## src/apgs_pkg.sv

```systemverilog
// ============================================================================
// apgs_pkg
// Shared widths, codes and types of the aligned pair affine gap score core.
// ============================================================================
package apgs_pkg;

    localparam int SYM_W   = 5;
    localparam int VAL_W   = 16;
    localparam int LEN_W   = 16;
    localparam int SCORE_W = 32;
    localparam int PEN_W   = 12;
    localparam int MODE_W  = 2;
    localparam int FUNC_W  = 2;
    localparam int CFG_W   = 12;
    localparam int IDX_W   = 2;

    // end penalty: gap_open + len * gap_extend, and the sum of both ends
    localparam int PROD_W  = LEN_W + PEN_W;
    localparam int ENDP_W  = PROD_W + 2;

    localparam int Q_DEPTH = 4;
    localparam int Q_PTR_W = $clog2(Q_DEPTH);
    localparam int Q_CNT_W = $clog2(Q_DEPTH + 1);

    localparam logic [FUNC_W-1:0] FUNC_LOAD   = 2'd0;
    localparam logic [FUNC_W-1:0] FUNC_COLUMN = 2'd1;
    localparam logic [FUNC_W-1:0] FUNC_FINISH = 2'd2;

    localparam logic [IDX_W-1:0] REG_FIRST_LETTER = 2'd0;
    localparam logic [IDX_W-1:0] REG_GAP_OPEN     = 2'd1;
    localparam logic [IDX_W-1:0] REG_GAP_EXTEND   = 2'd2;
    localparam logic [IDX_W-1:0] REG_END_GAP_MODE = 2'd3;

    typedef struct packed {
        logic [SYM_W-1:0]  first_letter;
        logic [PEN_W-1:0]  gap_open;
        logic [PEN_W-1:0]  gap_extend;
        logic [MODE_W-1:0] end_gap_mode;
    } apgs_cfg_t;

    typedef struct packed {
        logic              is_fin;
        logic              let_a;
        logic              let_b;
        logic [VAL_W-1:0]  sub;
        logic [ENDP_W-1:0] pen_tail;
        logic [ENDP_W-1:0] pen_all;
    } apgs_entry_t;

    typedef struct packed {
        logic               full;
        logic               empty;
        logic [Q_CNT_W-1:0] count;
    } apgs_qstat_t;

endpackage

```

## src/apgs_back.sv

```systemverilog
// ============================================================================
// apgs_back
// Applies queued columns to the running score with affine gap tracking,
// closes a pair on finish and holds the result in the output register.
// ============================================================================
module apgs_back (
    input  logic                               clk,
    input  logic                               rst_n,
    input  apgs_pkg::apgs_cfg_t                cfg,
    input  apgs_pkg::apgs_qstat_t              qstat,
    input  apgs_pkg::apgs_entry_t              head,
    output logic                               pop,
    output logic                               out_valid,
    input  logic                               out_stall,
    output logic signed [apgs_pkg::SCORE_W-1:0] score
);
    import apgs_pkg::*;

    localparam int ACC_W = SCORE_W + 4;

    logic signed [SCORE_W-1:0] running_reg;
    logic                      gap_a_reg;
    logic                      gap_b_reg;
    logic                      seen_reg;
    logic                      out_valid_reg;
    logic signed [SCORE_W-1:0] score_reg;

    logic [ACC_W-1:0]          gap_cost;
    logic [ACC_W-1:0]          delta;
    logic [ACC_W-1:0]          sum;
    logic [SCORE_W-1:0]        sat;
    logic                      fits;

    // finish waits for the output register; columns never do
    assign pop = !qstat.empty && (!head.is_fin || !out_valid_reg || !out_stall);

    always_comb
    begin
        gap_cost = ACC_W'(cfg.gap_extend);
        if (head.let_a && !gap_b_reg)
        begin
            gap_cost = ACC_W'(cfg.gap_extend) + ACC_W'(cfg.gap_open);
        end
        else if (!head.let_a && head.let_b && !gap_a_reg)
        begin
            gap_cost = ACC_W'(cfg.gap_extend) + ACC_W'(cfg.gap_open);
        end

        if (head.is_fin)
        begin
            delta = -(seen_reg ? ACC_W'(head.pen_all) : ACC_W'(head.pen_tail));
        end
        else if (head.let_a && head.let_b)
        begin
            delta = {{(ACC_W-VAL_W){head.sub[VAL_W-1]}}, head.sub};
        end
        else if (head.let_a || head.let_b)
        begin
            delta = -gap_cost;
        end
        else
        begin
            delta = '0;
        end

        sum  = {{(ACC_W-SCORE_W){running_reg[SCORE_W-1]}}, running_reg} + delta;
        fits = (sum[ACC_W-1:SCORE_W-1] == '0) || (sum[ACC_W-1:SCORE_W-1] == '1);
        if (fits)
        begin
            sat = sum[SCORE_W-1:0];
        end
        else if (sum[ACC_W-1])
        begin
            sat = {1'b1, {(SCORE_W-1){1'b0}}};
        end
        else
        begin
            sat = {1'b0, {(SCORE_W-1){1'b1}}};
        end
    end

    always_ff @(posedge clk or negedge rst_n)
    begin
        if (!rst_n)
        begin
            running_reg   <= '0;
            gap_a_reg     <= 1'b0;
            gap_b_reg     <= 1'b0;
            seen_reg      <= 1'b0;
            out_valid_reg <= 1'b0;
        end
        else
        begin
            if (pop && head.is_fin)
            begin
                out_valid_reg <= 1'b1;
                running_reg   <= '0;
                gap_a_reg     <= 1'b0;
                gap_b_reg     <= 1'b0;
                seen_reg      <= 1'b0;
            end
            else
            begin
                if (!out_stall)
                begin
                    out_valid_reg <= 1'b0;
                end
                if (pop)
                begin
                    running_reg <= sat;
                    seen_reg    <= 1'b1;
                    if (head.let_a && head.let_b)
                    begin
                        gap_a_reg <= 1'b0;
                        gap_b_reg <= 1'b0;
                    end
                    else if (head.let_a)
                    begin
                        gap_a_reg <= 1'b0;
                        gap_b_reg <= 1'b1;
                    end
                    else if (head.let_b)
                    begin
                        gap_a_reg <= 1'b1;
                        gap_b_reg <= 1'b0;
                    end
                end
            end
        end
    end

    always_ff @(posedge clk)
    begin
        if (pop && head.is_fin)
        begin
            score_reg <= sat;
        end
    end

    assign out_valid = out_valid_reg;
    assign score     = score_reg;

endmodule

```

## config.mk

```make
export PLATFORM = sky130hd
export DESIGN_NAME = apgs_back
export DESIGN_NICKNAME = d
export VERILOG_FILES = /design/src/apgs_pkg.sv /design/src/apgs_back.sv
export SDC_FILE = /design/constraint.sdc
export NUM_CORES = 1
export LEC_CHECK = 0
export ABC_AREA = 1
export BUFFER_PORTS_ARGS = -buffer_cell sky130_fd_sc_hd__buf_2
export CAP_MARGIN = 15
export CELL_PAD_IN_SITES_DETAIL_PLACEMENT = 1
export CELL_PAD_IN_SITES_GLOBAL_PLACEMENT = 2
export CORE_ASPECT_RATIO = 1.75
export CORE_MARGIN = 5
export CORE_UTILIZATION = 31
export DETAILED_ROUTE_END_ITERATION = 8
export PLACE_DENSITY = 0.87
export SLEW_MARGIN = 25
export SYNTH_ARGS = -nofsm -noshare
export SYNTH_HDL_FRONTEND = slang
export SYNTH_SLANG_ARGS = --single-unit
```

## constraint.sdc

```tcl
create_clock -name clk -period 5.8 [get_ports clk]
set_input_delay 0 -clock clk [delete_from_list [all_inputs] [get_ports clk]]
set_output_delay 0 -clock clk [all_outputs]
set_load 0.05 [all_outputs]
```

==> run summary <==
Status: finished, final reports clean
Insertion delay to the later sink of the worst-skew pair: 0.34 ns
Distinct cells, synth: 53
Worst Hold Class: in2reg
Fraction of registers with async set/reset: 52.9%
Mapped Cells: 1103
# rows: 75
DP HPWL: 22500 um
Number of I/O pins: 152
Synthesized area per cell: 6.78 sq um
Setup_tns: 0 ns
Number of global-route vias before repair: 8524
Max stage delay on crit path: 0.45 ns
Die Y: 215 um
Tot Pwr: 5350 uW
Fin crit period: 5.45 ns
CTS tree: yes
Share of layout cells above drive strength 1: 25.4%
CP Max Fanout: 12
FMAX: 0.183 GHz
Worst Skew: 0.00816 ns
Worst setup SP type: register
Period utilisation layout: 94.0%
Nets@finish: 1453
Synthesized cell area: 7480 sq um
Register area share after synthesis: 24.9%
WL/cell: 17.4 um
Routability congestion estimate: 0.888
Iter 0 DRT Violations: 262
Worst Path Arrival: 5.73 ns
Htree depth: 3
Flop-to-flop setup slack: 0.35 ns
Fill count: 3100
Post-Syn Nets: 1273
Crit path required time: 6.08 ns
Most common flop cell mapped by yosys: dfrtp_1
Root buffer cell: clkbuf_16
Initial antenna violation count: 2
Max-slew violations: 0
Routed WL: 27800 um
Clock transition at path regs: 0.06 ns
Die Wd: 127 um
Maxcap violations: 0
ANT nets after route: 0
Congestion Overflow GR: 0
Input/output buffers: 140
Drt drc: 0
GRT Util Overall: 19.6%
Final setup fails: 0
CTS Buf Count: 9
Starting density of the core: 31.2%
CP endpoint kind: register
Synth warnings: 0
Total power divided by cell area: 565 nW/um^2
Register bit total from synthesis: 68
CTS max path bufs: 2
Worst path most repeated cell: nand2_1
Core area: 23900 sq um
Final hold viol count: 0
Largest net degree at the start of global routing: 37
Slew @ Worst Pin: 0.853 ns
Final Core Density: 39.6%
Leakage Power: 0.00466 uW
Crit path max-delay cell type: dfrtp_2
Post-synth EDFFs: 32
Drt pass-1 iters: 5
Relative slew slack: 43.0%
Total number of vias: 8015
Worst VDD drop: 0.000450 V
Setup Crit Path Kind: reg2reg
Vias/cell: 5.02
Synth-to-layout area growth: 26.7%
Clk sink count: 68
First-pass GRT wire length: 42600 um
Die area: 27400 sq um
## placed cells by master, fill, tap and decap left out, types with 32 or more instances in the layout
master / synthesis / final
inv_1: 114 / 113
buf_2: 8 / 139
a21oi_1: 84 / 81
edfxtp_1: 32 / 32
buf_4: 0 / 44
ha_1: 50 / 48
dfrtp_1: 36 / 35
nand3_1: 59 / 55
nand2_1: 319 / 314
o21ai_0: 48 / 45
nor2_1: 97 / 86
## cell usage after synthesis (all sizes together) (2+ instances only)
master / n / area, sq um
a21o: 5 / 37.5
a21oi: 84 / 420
a31oi: 15 / 93.8
a32oi: 2 / 17.5
buf: 15 / 138
clkbuf: 11 / 41.3
clkinv: 2 / 7.51
dfrtp: 36 / 901
edfxtp: 32 / 961
fa: 2 / 40.0
ha: 50 / 626
inv: 125 / 472
mux2i: 7 / 70.1
nand2: 353 / 1560
nand3: 61 / 315
nand3b: 4 / 30.0
nand4: 17 / 119
nor2: 102 / 395
nor3: 8 / 62.6
nor4: 5 / 43.8
o211ai: 4 / 30.0
o21a: 8 / 60.1
o21ai: 71 / 385
o21bai: 2 / 15.0
o221ai: 3 / 26.3
or2: 31 / 194
xnor2: 16 / 140
xor2: 23 / 201
## layer usage
layer	up-vias	wire (um)	GRT usage, %
met5	-	7	0
met4	2	1940	11.8
met3	70	768	2.35
met2	150	15700	39.4
met1	3781	9400	18.1
li1	4012	-	-
## worst max-delay path: cells and delay by family, from the launching register on
kind / cells / cell delay (ns)
buffers and inverters: 3 / 0.48
and+or+nand+nor: 30 / 3.91
adders and majority gates: 1 / 0.22
DFF: 1 / 0.45
AOI/OAI and AO/OA: 2 / 0.32
## what timing repair did
item	in CTS	in global routing
resized for setup	0	57
endpoints found under the hold margin	38	0
buffers inserted	0	10
endpoints found under the setup margin	0	62
hold buffers	4	0
## cell type report
class                      instances  area, sq um  share of cell area [%]
tap                              308          385                    4.07
antenna                            2         5.00                  0.0528
clock inverter                     5         83.8                   0.885
inverter                         127          479                    5.06
clock buffer                      11          243                    2.56
timing repair buffer             195         1210                    12.8
sequential                        68         1860                    19.7
multi-input combinational        882         5200                    54.9
## stage by stage
stage | area, sq um | instances | hold WS [ns] | setup slack [ns]
after CTS | 9080 | 1583 | 0.0194 | 0.0710
after detailed placement | 8720 | 1563 | 0.190 | 0.0984
after global routing | 9470 | 1597 | 0.0717 | -0.0711
after floorplan | 7480 | 1103 | -0.296 | 1.13
final | 9470 | 1598 | 0.0191 | 0.347
after global placement | 8720 | 1563 | 0.185 | 0.232
## final timing paths
| check | startpoint | endpoint | cells after the start |
|---|---|---|---|
| max in group asynchronous | rst_n | seen_reg$_DFFE_PN0P_ | 2 |
| setup reg to reg | seen_reg$_DFFE_PN0P_ | running_reg[25]$_DFFE_PN0P_ | 36 |
| hold / removal | head[77] | gap_a_reg$_DFFE_PN0P_ | 4 |
| min in group asynchronous | rst_n | running_reg[31]$_DFFE_PN0P_ | 2 |
| hold reg to reg | running_reg[5]$_DFFE_PN0P_ | running_reg[5]$_DFFE_PN0P_ | 2 |
| setup / recovery | seen_reg$_DFFE_PN0P_ | running_reg[25]$_DFFE_PN0P_ | 36 |
## cells by family after synthesis
kind of cell,Yosys count,share of synthesized area (%)
AO/OA/AOI/OAI,202,15.4
XOR/XNOR,39,4.57
adder cells (fa/ha/maj),52,8.90
buffers and inverters,153,8.80
flip-flops,68,24.9
multiplexers,7,0.937
AND/OR/NAND/NOR,582,36.5
## power by group
group	total (uW)	switching (uW)	internal [uW]
Sequential	939	111	828
Clock	604	214	390
Combinational	3810	2400	1400
Total	5350	2730	2620
(Power assumes the default switching activity.)
