[src/apgs_pkg.sv]
// ============================================================================
// apgs_pkg
// Shared widths, codes and types of the aligned pair affine gap score core.
// ============================================================================
package apgs_pkg;

    localparam int SYM_W   = 5;
    localparam int VAL_W   = 16;
    localparam int LEN_W   = 16;
    localparam int SCORE_W = 32;
    localparam int PEN_W   = 12;
    localparam int MODE_W  = 2;
    localparam int FUNC_W  = 2;
    localparam int CFG_W   = 12;
    localparam int IDX_W   = 2;

    // end penalty: gap_open + len * gap_extend, and the sum of both ends
    localparam int PROD_W  = LEN_W + PEN_W;
    localparam int ENDP_W  = PROD_W + 2;

    localparam int Q_DEPTH = 4;
    localparam int Q_PTR_W = $clog2(Q_DEPTH);
    localparam int Q_CNT_W = $clog2(Q_DEPTH + 1);

    localparam logic [FUNC_W-1:0] FUNC_LOAD   = 2'd0;
    localparam logic [FUNC_W-1:0] FUNC_COLUMN = 2'd1;
    localparam logic [FUNC_W-1:0] FUNC_FINISH = 2'd2;

    localparam logic [IDX_W-1:0] REG_FIRST_LETTER = 2'd0;
    localparam logic [IDX_W-1:0] REG_GAP_OPEN     = 2'd1;
    localparam logic [IDX_W-1:0] REG_GAP_EXTEND   = 2'd2;
    localparam logic [IDX_W-1:0] REG_END_GAP_MODE = 2'd3;

    typedef struct packed {
        logic [SYM_W-1:0]  first_letter;
        logic [PEN_W-1:0]  gap_open;
        logic [PEN_W-1:0]  gap_extend;
        logic [MODE_W-1:0] end_gap_mode;
    } apgs_cfg_t;

    typedef struct packed {
        logic              is_fin;
        logic              let_a;
        logic              let_b;
        logic [VAL_W-1:0]  sub;
        logic [ENDP_W-1:0] pen_tail;
        logic [ENDP_W-1:0] pen_all;
    } apgs_entry_t;

    typedef struct packed {
        logic               full;
        logic               empty;
        logic [Q_CNT_W-1:0] count;
    } apgs_qstat_t;

endpackage

[src/apgs_queue.sv]
// ============================================================================
// apgs_queue
// Short FIFO between the front and the back of the score core.
// ============================================================================
module apgs_queue (
    input  logic                  clk,
    input  logic                  rst_n,
    input  logic                  push,
    input  apgs_pkg::apgs_entry_t push_entry,
    input  logic                  pop,
    output apgs_pkg::apgs_entry_t head,
    output apgs_pkg::apgs_qstat_t qstat
);
    import apgs_pkg::*;

    apgs_entry_t        q_mem [Q_DEPTH];
    logic [Q_PTR_W-1:0] wr_ptr_reg;
    logic [Q_PTR_W-1:0] rd_ptr_reg;
    logic [Q_CNT_W-1:0] count_reg;
    logic               do_push;
    logic               do_pop;

    assign qstat.full  = (count_reg == Q_CNT_W'(Q_DEPTH));
    assign qstat.empty = (count_reg == '0);
    assign qstat.count = count_reg;
    assign head        = q_mem[rd_ptr_reg];

    assign do_push = push && !qstat.full;
    assign do_pop  = pop && !qstat.empty;

    always_ff @(posedge clk)
    begin
        if (do_push)
        begin
            q_mem[wr_ptr_reg] <= push_entry;
        end
    end

    always_ff @(posedge clk or negedge rst_n)
    begin
        if (!rst_n)
        begin
            wr_ptr_reg <= '0;
            rd_ptr_reg <= '0;
            count_reg  <= '0;
        end
        else
        begin
            if (do_push)
            begin
                wr_ptr_reg <= wr_ptr_reg + 1'b1;
            end
            if (do_pop)
            begin
                rd_ptr_reg <= rd_ptr_reg + 1'b1;
            end
            if (do_push && !do_pop)
            begin
                count_reg <= count_reg + 1'b1;
            end
            else if (do_pop && !do_push)
            begin
                count_reg <= count_reg - 1'b1;
            end
        end
    end

endmodule

[config.mk]
export PLATFORM = sky130hd
export DESIGN_NAME = apgs_queue
export DESIGN_NICKNAME = d
export VERILOG_FILES = /design/src/apgs_pkg.sv /design/src/apgs_queue.sv
export SDC_FILE = /design/constraint.sdc
export NUM_CORES = 1
export LEC_CHECK = 0
export BUFFER_PORTS_ARGS = -buffer_cell sky130_fd_sc_hd__buf_4
export CAP_MARGIN = 5
export CORE_ASPECT_RATIO = 1.25
export CORE_MARGIN = 8
export CORE_UTILIZATION = 61
export CTS_CLUSTER_DIAMETER = 60
export DETAILED_ROUTE_END_ITERATION = 10
export MAX_ROUTING_LAYER = met4
export PLACE_DENSITY = 0.89
export SYNTH_ARGS = -nofsm -noshare
export SYNTH_HDL_FRONTEND = slang
export SYNTH_SLANG_ARGS = --single-unit
[constraint.sdc]
create_clock -name clk -period 5.7 [get_ports clk]
set_clock_uncertainty 0.1 [all_clocks]
set_input_delay 0.285 -clock clk [delete_from_list [all_inputs] [get_ports clk]]
set_output_delay 0.285 -clock clk [all_outputs]
set_load 0.02 [all_outputs]
==> results.cfg, run 1 <==
[logic_synthesis]
yosys-top-cells-count = 316 x edfxtp_1, 79 x mux4_2, 8 x buf_12, 8 x buf_2, 7 x dfrtp_1
synth-seq-area-share_pct = 81.2
ys.flop_type = edfxtp_1
ys_warn_count = 0
postSynth.asyncResetShare_pct = 2.17
avgSynthCellArea_sq_um = 26.5
synth-seq-cells = 323
synth_top_cell_area_share_pct = 79.7
yosysTopAreaCell = edfxtp_1
synth_area_sq_mm = 0.0119
synth_cells = 449
synth_edf_count = 316
syn_nets = 538
yosys-top-cells-area = edfxtp_1 80%, mux4_2 15%, dfrtp_1 1.5%
yosysMostFrequentCell = edfxtp_1
ys_types = 20

[sta]
setup_ws_ns = 2.68
drv_slew = 0
slew-limit-headroom_pct = 23.3
finalSetupViolCount = 0
holdWs_ns = 0.199
hold_viol = 0
final.setup.tns_ns = 0
rsz0062_at_grt = false
post-route-period-util_pct = 53.1
fmaxAchievable_mhz = 331
min_period_ns = 3.02
worst_pin_slew_ns = 1.15

[die]
dieWidth_um = 141
ios = 167
core_sq_mm = 0.0193
die-area_sq_mm = 0.0243
rows = 57
start_util_pct = 61.6
fp.dieH_um = 172

[cells_and_area]
final_layout_size_suffix_gt1_share_pct = 41.7
synthToLayoutAreaGrowth_pct = 26.9
fin_cells = 999
nets = 804
largest_reg_flops = 316
antennaDiodeCount = 0
fin_util_pct = 78.2

[global_routing]
busiest_layer = met2
grt_max_degree = 81
grt-ovfl-total = 0
grt_pass1_wl_um = 37200
grt_use_met2_pct = 39.3
grt_pass1_vias = 6460
met3_usage_pct = 3.15
antenna_found_initial = 0
grt_use_met1_pct = 22.8
track_usage_pct = 21.2

[critical_path]
worst-setup-path-type = register to output port
crit_path_end_kind = output port
critPathLaunchType = register
rrSetupSlack_ns = 2.82
crit_fanout = 38
critPathRequiredTime_ns = 5.32
arrival_ns = 2.64

[clocking]
cts.clk_slew.worst_paths_ns = 0.06
post_cts_resized = 0
root_buffer = clkbuf_16
cts_made_buffers = 29
clk_path_buf_depth = 3
clock-sinks = 323
htree_num_levels = 1
cts_tree = yes
insertion_delay_ns = 0.52

[detailed_routing]
route.detailed.drc = 0
wl_per_cell_um = 24.6
vias = 5647
dr.first_iter.drc_count = 375
ant_nets = 0
dr.pass1.iters = 5
viasPerCell = 5.65
wl_um = 24600

[power_and_ir_drop]
powerDensity_mw_per_mm2 = 530
p_leak_nw = 5.25
ir_worst_vdd_mv = 0.693

[placed_design]
port_buffers = 166
dp.cells = 867
place_hpwl_um = 13800
routabilityCongestion = 0.712
place_ws_ns = 2.85

[outcome]
outcome = finished, final reports clean

[worst_hold_path]
hp-class = input port to register

[run]
maxCapViolCount = 0
==> metrics by stage <==
| step | power [mW] | area, sq um |
|---|---|---|
| finish | 8.01 | 15100 |
| global route | 8.32 | 15100 |
| CTS | 8.08 | 15100 |
| detailed placement | 6.04 | 13300 |
| global placement | 5.94 | 13300 |
| floorplan | 5.12 | 11900 |
==> layer usage <==
layer | vias to the layer above | part of all wire [%]
met5 | - | 0
met1 | 2925 | 36
met4 | 0 | 3.1
li1 | 2451 | -
met3 | 52 | 4.6
met2 | 219 | 57
==> final timing paths <==
path                                    start       endpoint  cells past startpoint
worst max-delay path            rd_ptr_reg[0]       head[78]                      3
worst min-delay path                     push  wr_ptr_reg[0]                      3
worst max register to register   count_reg[2]   q_mem[1][27]                      4
worst min register to register   count_reg[2]   count_reg[2]                      1
max in group asynchronous               rst_n  rd_ptr_reg[1]                      3
min in group asynchronous               rst_n  rd_ptr_reg[0]                      3
==> cells by family after synthesis <==
| family | Yosys count | synth area share, % |
|---|---|---|
| xor+xnor | 6 | 0.441 |
| fa+ha+maj | 6 | 0.694 |
| buf+inv | 23 | 2.03 |
| flops | 323 | 81.2 |
| mux | 81 | 15.1 |
| simple gates | 10 | 0.525 |
==> placed cells by master (no fill, tap or decap) <==
cell and count:
clkinv_4 3, clkinv_2 6, nand2_1 1, clkbuf_16 29, nand3_1 1, and2_4 4, dfrtp_4 2, edfxtp_1 316
mux4_2 79, inv_1 4, or3_1 1, fa_1 1, nor3b_2 1, nor2_1 1, ha_1 5, xnor2_1 4
xor2_1 2, inv_6 1, nor2b_1 1, dfrtp_1 5, dlygate4sd3_1 82, clkinvlp_4 2, clkbuf_1 2, bufinv_16 5
buf_4 172, mux2_2 2, clkinv_1 2
==> final cells by class <==
class | instances | area (sq um)
clock buffers | 31 | 733
clock inverters | 19 | 238
fillers | 935 | 4220
inverters | 4 | 15.0
multi-input cells | 103 | 2010
flip-flops and latches | 323 | 9670
well taps | 265 | 332
repair buffers | 254 | 2110
==> what timing repair did <==
| action | CTS | global route |
|---|---|---|
| buffers inserted | 0 | 0 |
| hold buffers | 82 | 0 |
| setup endpoints to repair | 0 | 0 |
| hold endpoints to repair | 325 | 0 |
==> critical path, stage by stage (launching register included) <==
cell and delay [ns]:
dfrtp_4 0.60, buf_4 0.64, mux4_2 0.65, buf_4 0.19
==> power breakdown <==
group	internal (mW)	total [mW]	leakage, nW	switching (mW)
Combinational	1.22	2.61	1.80	1.39
Sequential	3.15	3.43	2.97	0.282
Clock	1.16	1.97	0.474	0.816
No activity file was read; power rests on OpenSTA's default activity.
==> run 2: changes to the inputs <==
ABC_AREA = 1   (was not set)
CORE_UTILIZATION = 58   (was 61)
PLACE_DENSITY = 0.85   (was 0.89)
clock period = 3.1 ns   (was 5.7 ns; I/O delays follow)
==> run 2 against run 1 <==
Non-clock buffer count is 13 higher. Register-to-register slack worse by 2.0 ns. Final cell count is 54% higher. Critical path depth is 3 higher. Sequential power is 76% higher. Flip-flop and latch count stayed put. Design area is 8.4% higher. Routed wire length is 15% higher. Combinational power is 140% higher. Critical path type unchanged. Critical endpoint is now head[9]. Largest cell class unchanged.
==> results.cfg, run 2 <==
[outcome]
outcome = finished, final reports clean

[die]
start_util_pct = 59.0
dieWidth_um = 151
core_sq_mm = 0.0223
rows = 61
ios = 167
die-area_sq_mm = 0.0278
fp.dieH_um = 184

[global_routing]
grt_max_degree = 93
antenna_found_initial = 3
grt-ovfl-total = 0
grt_pass1_vias = 8632
grt_pass1_wl_um = 43200
track_usage_pct = 20.5

[logic_synthesis]
ys_warn_count = 0
yosys-top-cells-area = edfxtp_1 72%, nand2_1 7.3%, o211ai_1 6.4%
avgSynthCellArea_sq_um = 13.4
yosys.area_share.xor_xnor_pct = 0.0666
synth-seq-area-share_pct = 73.5
synth_mux_area_share_pct = 0
synth_top_cell_area_share_pct = 72.1
syn_nets = 1072
synth_area_sq_mm = 0.0132
synth-seq-cells = 323
synth_cells = 983
ys.flop_type = edfxtp_1
ys_types = 19
synth_top_family_by_area = compound AO/OA/AOI/OAI gates
yosysTopAreaCell = edfxtp_1
synth-compound-area-share_pct = 10.8
synthSimpleGateAreaFrac_pct = 7.70
yosys-top-cells-count = 316 x edfxtp_1, 255 x nand2_1, 170 x inv_1
yosysMostFrequentCell = edfxtp_1
postSynth.asyncResetShare_pct = 2.17
synth_fa_ha_area_share_pct = 0.628
synth_edf_count = 316

[clocking]
insertion_delay_ns = 0.53
cts_made_buffers = 29
htree_num_levels = 1
cts_tree = yes
cts_setup_buffers = 0
cts.clk_slew.worst_paths_ns = 0.06
post_cts_resized = 0
cts_hold_buf = 83
root_buffer = clkbuf_16
clock-sinks = 323
clk_path_buf_depth = 3

[cells_and_area]
largest_reg_flops = 316
final_layout_size_suffix_gt1_share_pct = 22.2
synthToLayoutAreaGrowth_pct = 24.6
final_area_sq_mm = 0.0164
multiInputGateArea_sq_mm = 0.00256
layout_common_cells = 316 x edfxtp_1, 255 x nand2_1, 180 x buf_4
seq_area_sq_mm = 0.00967
layout_commonest_cell = edfxtp_1
nFillCells = 1356
nets = 1318

[sta]
slew-limit-headroom_pct = 54.3
rsz0062_at_grt = false
min_period_ns = 2.65
post-route-period-util_pct = 85.6
hold_viol = 0
holdWs_ns = 0.262
drv_slew = 0
fmaxAchievable_mhz = 377
worst_pin_slew_ns = 0.686
finalSetupViolCount = 0

[critical_path]
crit_fanout = 92
crit_buf_inv = 3
rrSetupSlack_ns = 0.85
critPathLaunchType = register
regToRegStartpoint = count_reg[0]
r2r_end = count_reg[1]
arrival_ns = 2.40
cp_cell_sequence = inv_8, buf_4, nand2_1, o211ai_1, nand2_1, buf_4
cpLargestDelayFamily = buffers and inverters
slowest_stage = inv_8
crit_path_end_kind = output port
critPathRequiredTime_ns = 2.84
worst-setup-path-type = register to output port
reg2reg_depth = 9
cpPeakStageDelay_ns = 0.46

[detailed_routing]
dr.pass1.iters = 5
dr.first_iter.drc_count = 527
wl_um = 28200
route.detailed.drc = 0
ant_nets = 0
vias = 8287
wl_per_cell_um = 18.4
viasPerCell = 5.40

[worst_hold_path]
holdPathStages = 2
hp-start = push_entry[4]
hold_end = q_mem[3][4]
hp-class = input port to register

[power_and_ir_drop]
p_leak_nw = 6.69
powerDensity_mw_per_mm2 = 956
ir_worst_vdd_mv = 0.923
finalPower_mw = 15.7

[placed_design]
port_buffers = 166
placed_area_sq_mm = 0.0147
routabilityCongestion = 0.750
place_hpwl_um = 16000

[run]
maxCapViolCount = 0
## run 2: changes by cell type after synthesis, moves of 4 or more
cell | before | now
buf_12 | 8 | 0
nand2_1 | 1 | 255
clkbuf_1 | 1 | 28
o211ai_2 | 0 | 46
o211ai_1 | 0 | 112
nand3_1 | 1 | 7
mux4_2 | 79 | 0
inv_2 | 0 | 5
inv_1 | 4 | 170
and2_1 | 4 | 0
buf_6 | 2 | 12
## run 2: worst max-delay path by stage
| stage | from | endpoint | slack [ns] | cells past startpoint |
|---|---|---|---|---|
| 2_1_floorplan | count_reg[0] | q_mem[0][0] | -0.39 | 4 |
| 3_3_place_gp | count_reg[0] | count_reg[1] | 0.98 | 9 |
| 3_5_place_dp | count_reg[0] | count_reg[1] | 0.88 | 9 |
| 4_1_cts | rd_ptr_reg[0] | head[56] | 0.44 | 6 |
| 5_1_grt | rd_ptr_reg[0] | head[56] | 0.26 | 6 |
| 6_report | rd_ptr_reg[0] | head[9] | 0.45 | 6 |
## run 2: cell families after synthesis
group,count (synthesis)
AND/OR/NAND/NOR,267
adder cells (fa/ha/maj),6
buffers and inverters,227
flip-flops,323
AO/OA/AOI/OAI,159
XOR/XNOR,1
## run 2: metrics by stage
stage          TNS, ns  cells  utilization (%)  setup slack, ns
2_1_floorplan  -122.48    983                -           -0.388
3_3_place_gp         0   1398             65.8            0.979
3_5_place_dp         0   1398             65.8            0.876
4_1_cts              0   1532             73.5            0.437
5_1_grt              0   1535             73.5            0.265
6_report             0   1535             73.5            0.445
## run 2: where the power goes
group / leakage [nW] / total, mW / switching, mW / internal, mW
registers: 2.98 / 6.03 / 0.283 / 5.75
clock network: 0.428 / 3.33 / 1.44 / 1.88
logic: 3.28 / 6.30 / 4.11 / 2.19
total: 6.69 / 15.7 / 5.84 / 9.82
## run 2: final cells by class
type                            count  share of cell area [%]
Antenna cell                        3                  0.0458
Multi-Input combinational cell    433                    15.6
Sequential cell                   323                    59.0
Clock buffer                       39                    4.66
Clock inverter                     12                   0.664
Timing Repair Buffer              267                    13.8
Inverter                          175                    4.06
Tap cell                          283                    2.16
## run 2: metal layers
metal	vias up	part of all wire [%]	global-route usage, %
li1	3916	-	-
met1	3996	38	23.0
met2	321	53	36.3
met3	54	6.3	2.99
met4	0	2.5	7.77
met5	-	0	-
==> run 3: changes to the inputs <==
ABC_AREA = not set   (was 1)
CORE_UTILIZATION = 57   (was 58)
PLACE_DENSITY = 0.84   (was 0.85)
==> run 3 against run 2 <==
Design area fell by 7.3%. Routed wire length down 6.9%. Non-clock buffer count down 5. Critical path type unchanged.
==> results.cfg, run 3 (same netlist as run 1, synthesis figures left out) <==
[sta]
rsz0062_at_grt = false
worst_pin_slew_ns = 0.597
finalSetupViolCount = 0
final.setup.tns_ns = 0
min_period_ns = 2.56
setup_ws_ns = 0.540
hold_viol = 0
slew-limit-headroom_pct = 60.2
fmaxAchievable_mhz = 391
post-route-period-util_pct = 82.6
drv_slew = 0

[cells_and_area]
synthToLayoutAreaGrowth_pct = 27.6
largest_reg_flops = 316
nets = 812
layout_commonest_cell = edfxtp_1
layout_common_cells = 316 x edfxtp_1, 172 x buf_4, 82 x dlygate4sd3_1
final_layout_size_suffix_gt1_share_pct = 41.2
fin_cells = 1017

[detailed_routing]
vias = 5790
ant_nets = 0
wl_um = 26300
viasPerCell = 5.69
route.detailed.drc = 0
wl_per_cell_um = 25.8
dr.pass1.iters = 5
dr.first_iter.drc_count = 476

[placed_design]
port_buffers = 166
place_ws_ns = 0.638
dp.cells = 884
routabilityCongestion = 0.802
place_hpwl_um = 15200

[die]
start_util_pct = 57.6
dieWidth_um = 145
ios = 167
core_sq_mm = 0.0207
rows = 59
die-area_sq_mm = 0.0258
fp.dieH_um = 178

[critical_path]
critPathRequiredTime_ns = 2.84
arrival_ns = 2.30
worst-setup-path-type = register to output port
regToRegStartpoint = count_reg[2]
reg2reg_depth = 8
crit_fanout = 43
critPathLaunchType = register
r2r_end = count_reg[2]
crit_path_end_kind = output port
rrSetupSlack_ns = 0.64

[worst_hold_path]
hp-class = input port to register
hp-start = push
hold_end = wr_ptr_reg[0]
holdPathStages = 3

[run]
maxCapViolCount = 0

[global_routing]
antenna_found_initial = 1
grt-ovfl-total = 0
grt_pass1_wl_um = 38900
grt_max_degree = 45
grt_pass1_vias = 6442
track_usage_pct = 20.8

[power_and_ir_drop]
p_leak_nw = 5.28
finalPower_mw = 14.7
ir_worst_vdd_mv = 0.924
powerDensity_mw_per_mm2 = 966

[clocking]
cts.clk_slew.worst_paths_ns = 0.07
cts_tree = yes
cts_made_buffers = 29
clock-sinks = 323
clk_path_buf_depth = 3
cts_setup_buffers = 0
insertion_delay_ns = 0.53
htree_num_levels = 1
root_buffer = clkbuf_16

[outcome]
outcome = finished, final reports clean
==> run 3: cell types whose count changed in the layout (fill, tap and decap cells not counted), sizes merged, moves of 3 or more <==
cell and delta:
nor2 -3, o211ai -158, nand2 -254, buf -4, clkinv +3, nand3 -6
and2 +4, clkbuf -5, mux4 +79, inv -170, xnor2 +3
==> run 3: power breakdown <==
part           switching, mW  leakage, nW  total [mW]  internal, mW
Clock                   1.47        0.432        3.34          1.87
Combinational           2.79         1.87        5.15          2.37
Sequential             0.389         2.97        6.17          5.78
Total                   4.64         5.28        14.7          10.0
==> run 3: critical path, cell delays in order (launching register included) <==
cell and delay [ns]:
dfrtp_4 0.81, buf_12 0.34, mux4_2 0.40, buf_4 0.19
==> run 3: area by class of cell <==
class	instances	area [sq um]
fillers	1103	5480
flip-flops and latches	323	9670
clock buffers	34	744
inverters	4	15.0
clock inverters	16	128
well taps	274	343
diodes	1	2.50
repair buffers	262	2270
multi-input cells	103	2010
==> run 3: metrics by stage <==
step                      util (%)  hold slack [ns]  cell area, sq um
after floorplan                  -           -0.241             11900
final                         73.5           0.0381             15200
after global routing          73.5           0.0423             15200
after CTS                     73.5           0.0192             15200
after global placement        65.3           -0.127             13500
after detailed placement      65.3           -0.126             13500
==> run 3: worst max-delay path by stage <==
stage	from	end	slack [ns]
finish	rd_ptr_reg[1]	head[35]	0.54
floorplan	count_reg[2]	q_mem[0][0]	0.59
CTS	rd_ptr_reg[1]	head[52]	0.52
global route	count_reg[2]	count_reg[2]	0.48
global placement	count_reg[2]	count_reg[2]	0.84
detailed placement	count_reg[2]	count_reg[2]	0.64
==> run 3: what timing repair did <==
item | in CTS | in global routing
endpoints found under the hold margin | 325 | 0
hold buffers | 82 | 0
gates resized for setup | 0 | 0
==> run 3: layer usage <==
| layer | GRT usage [%] | share of wire, % | vias up |
|---|---|---|---|
| met4 | 7.87 | 3.1 | 0 |
| met1 | 22.5 | 35 | 3023 |
| met2 | 38.5 | 56 | 254 |
| met3 | 3.09 | 5.6 | 47 |
| li1 | - | - | 2466 |
| met5 | - | 0 | - |
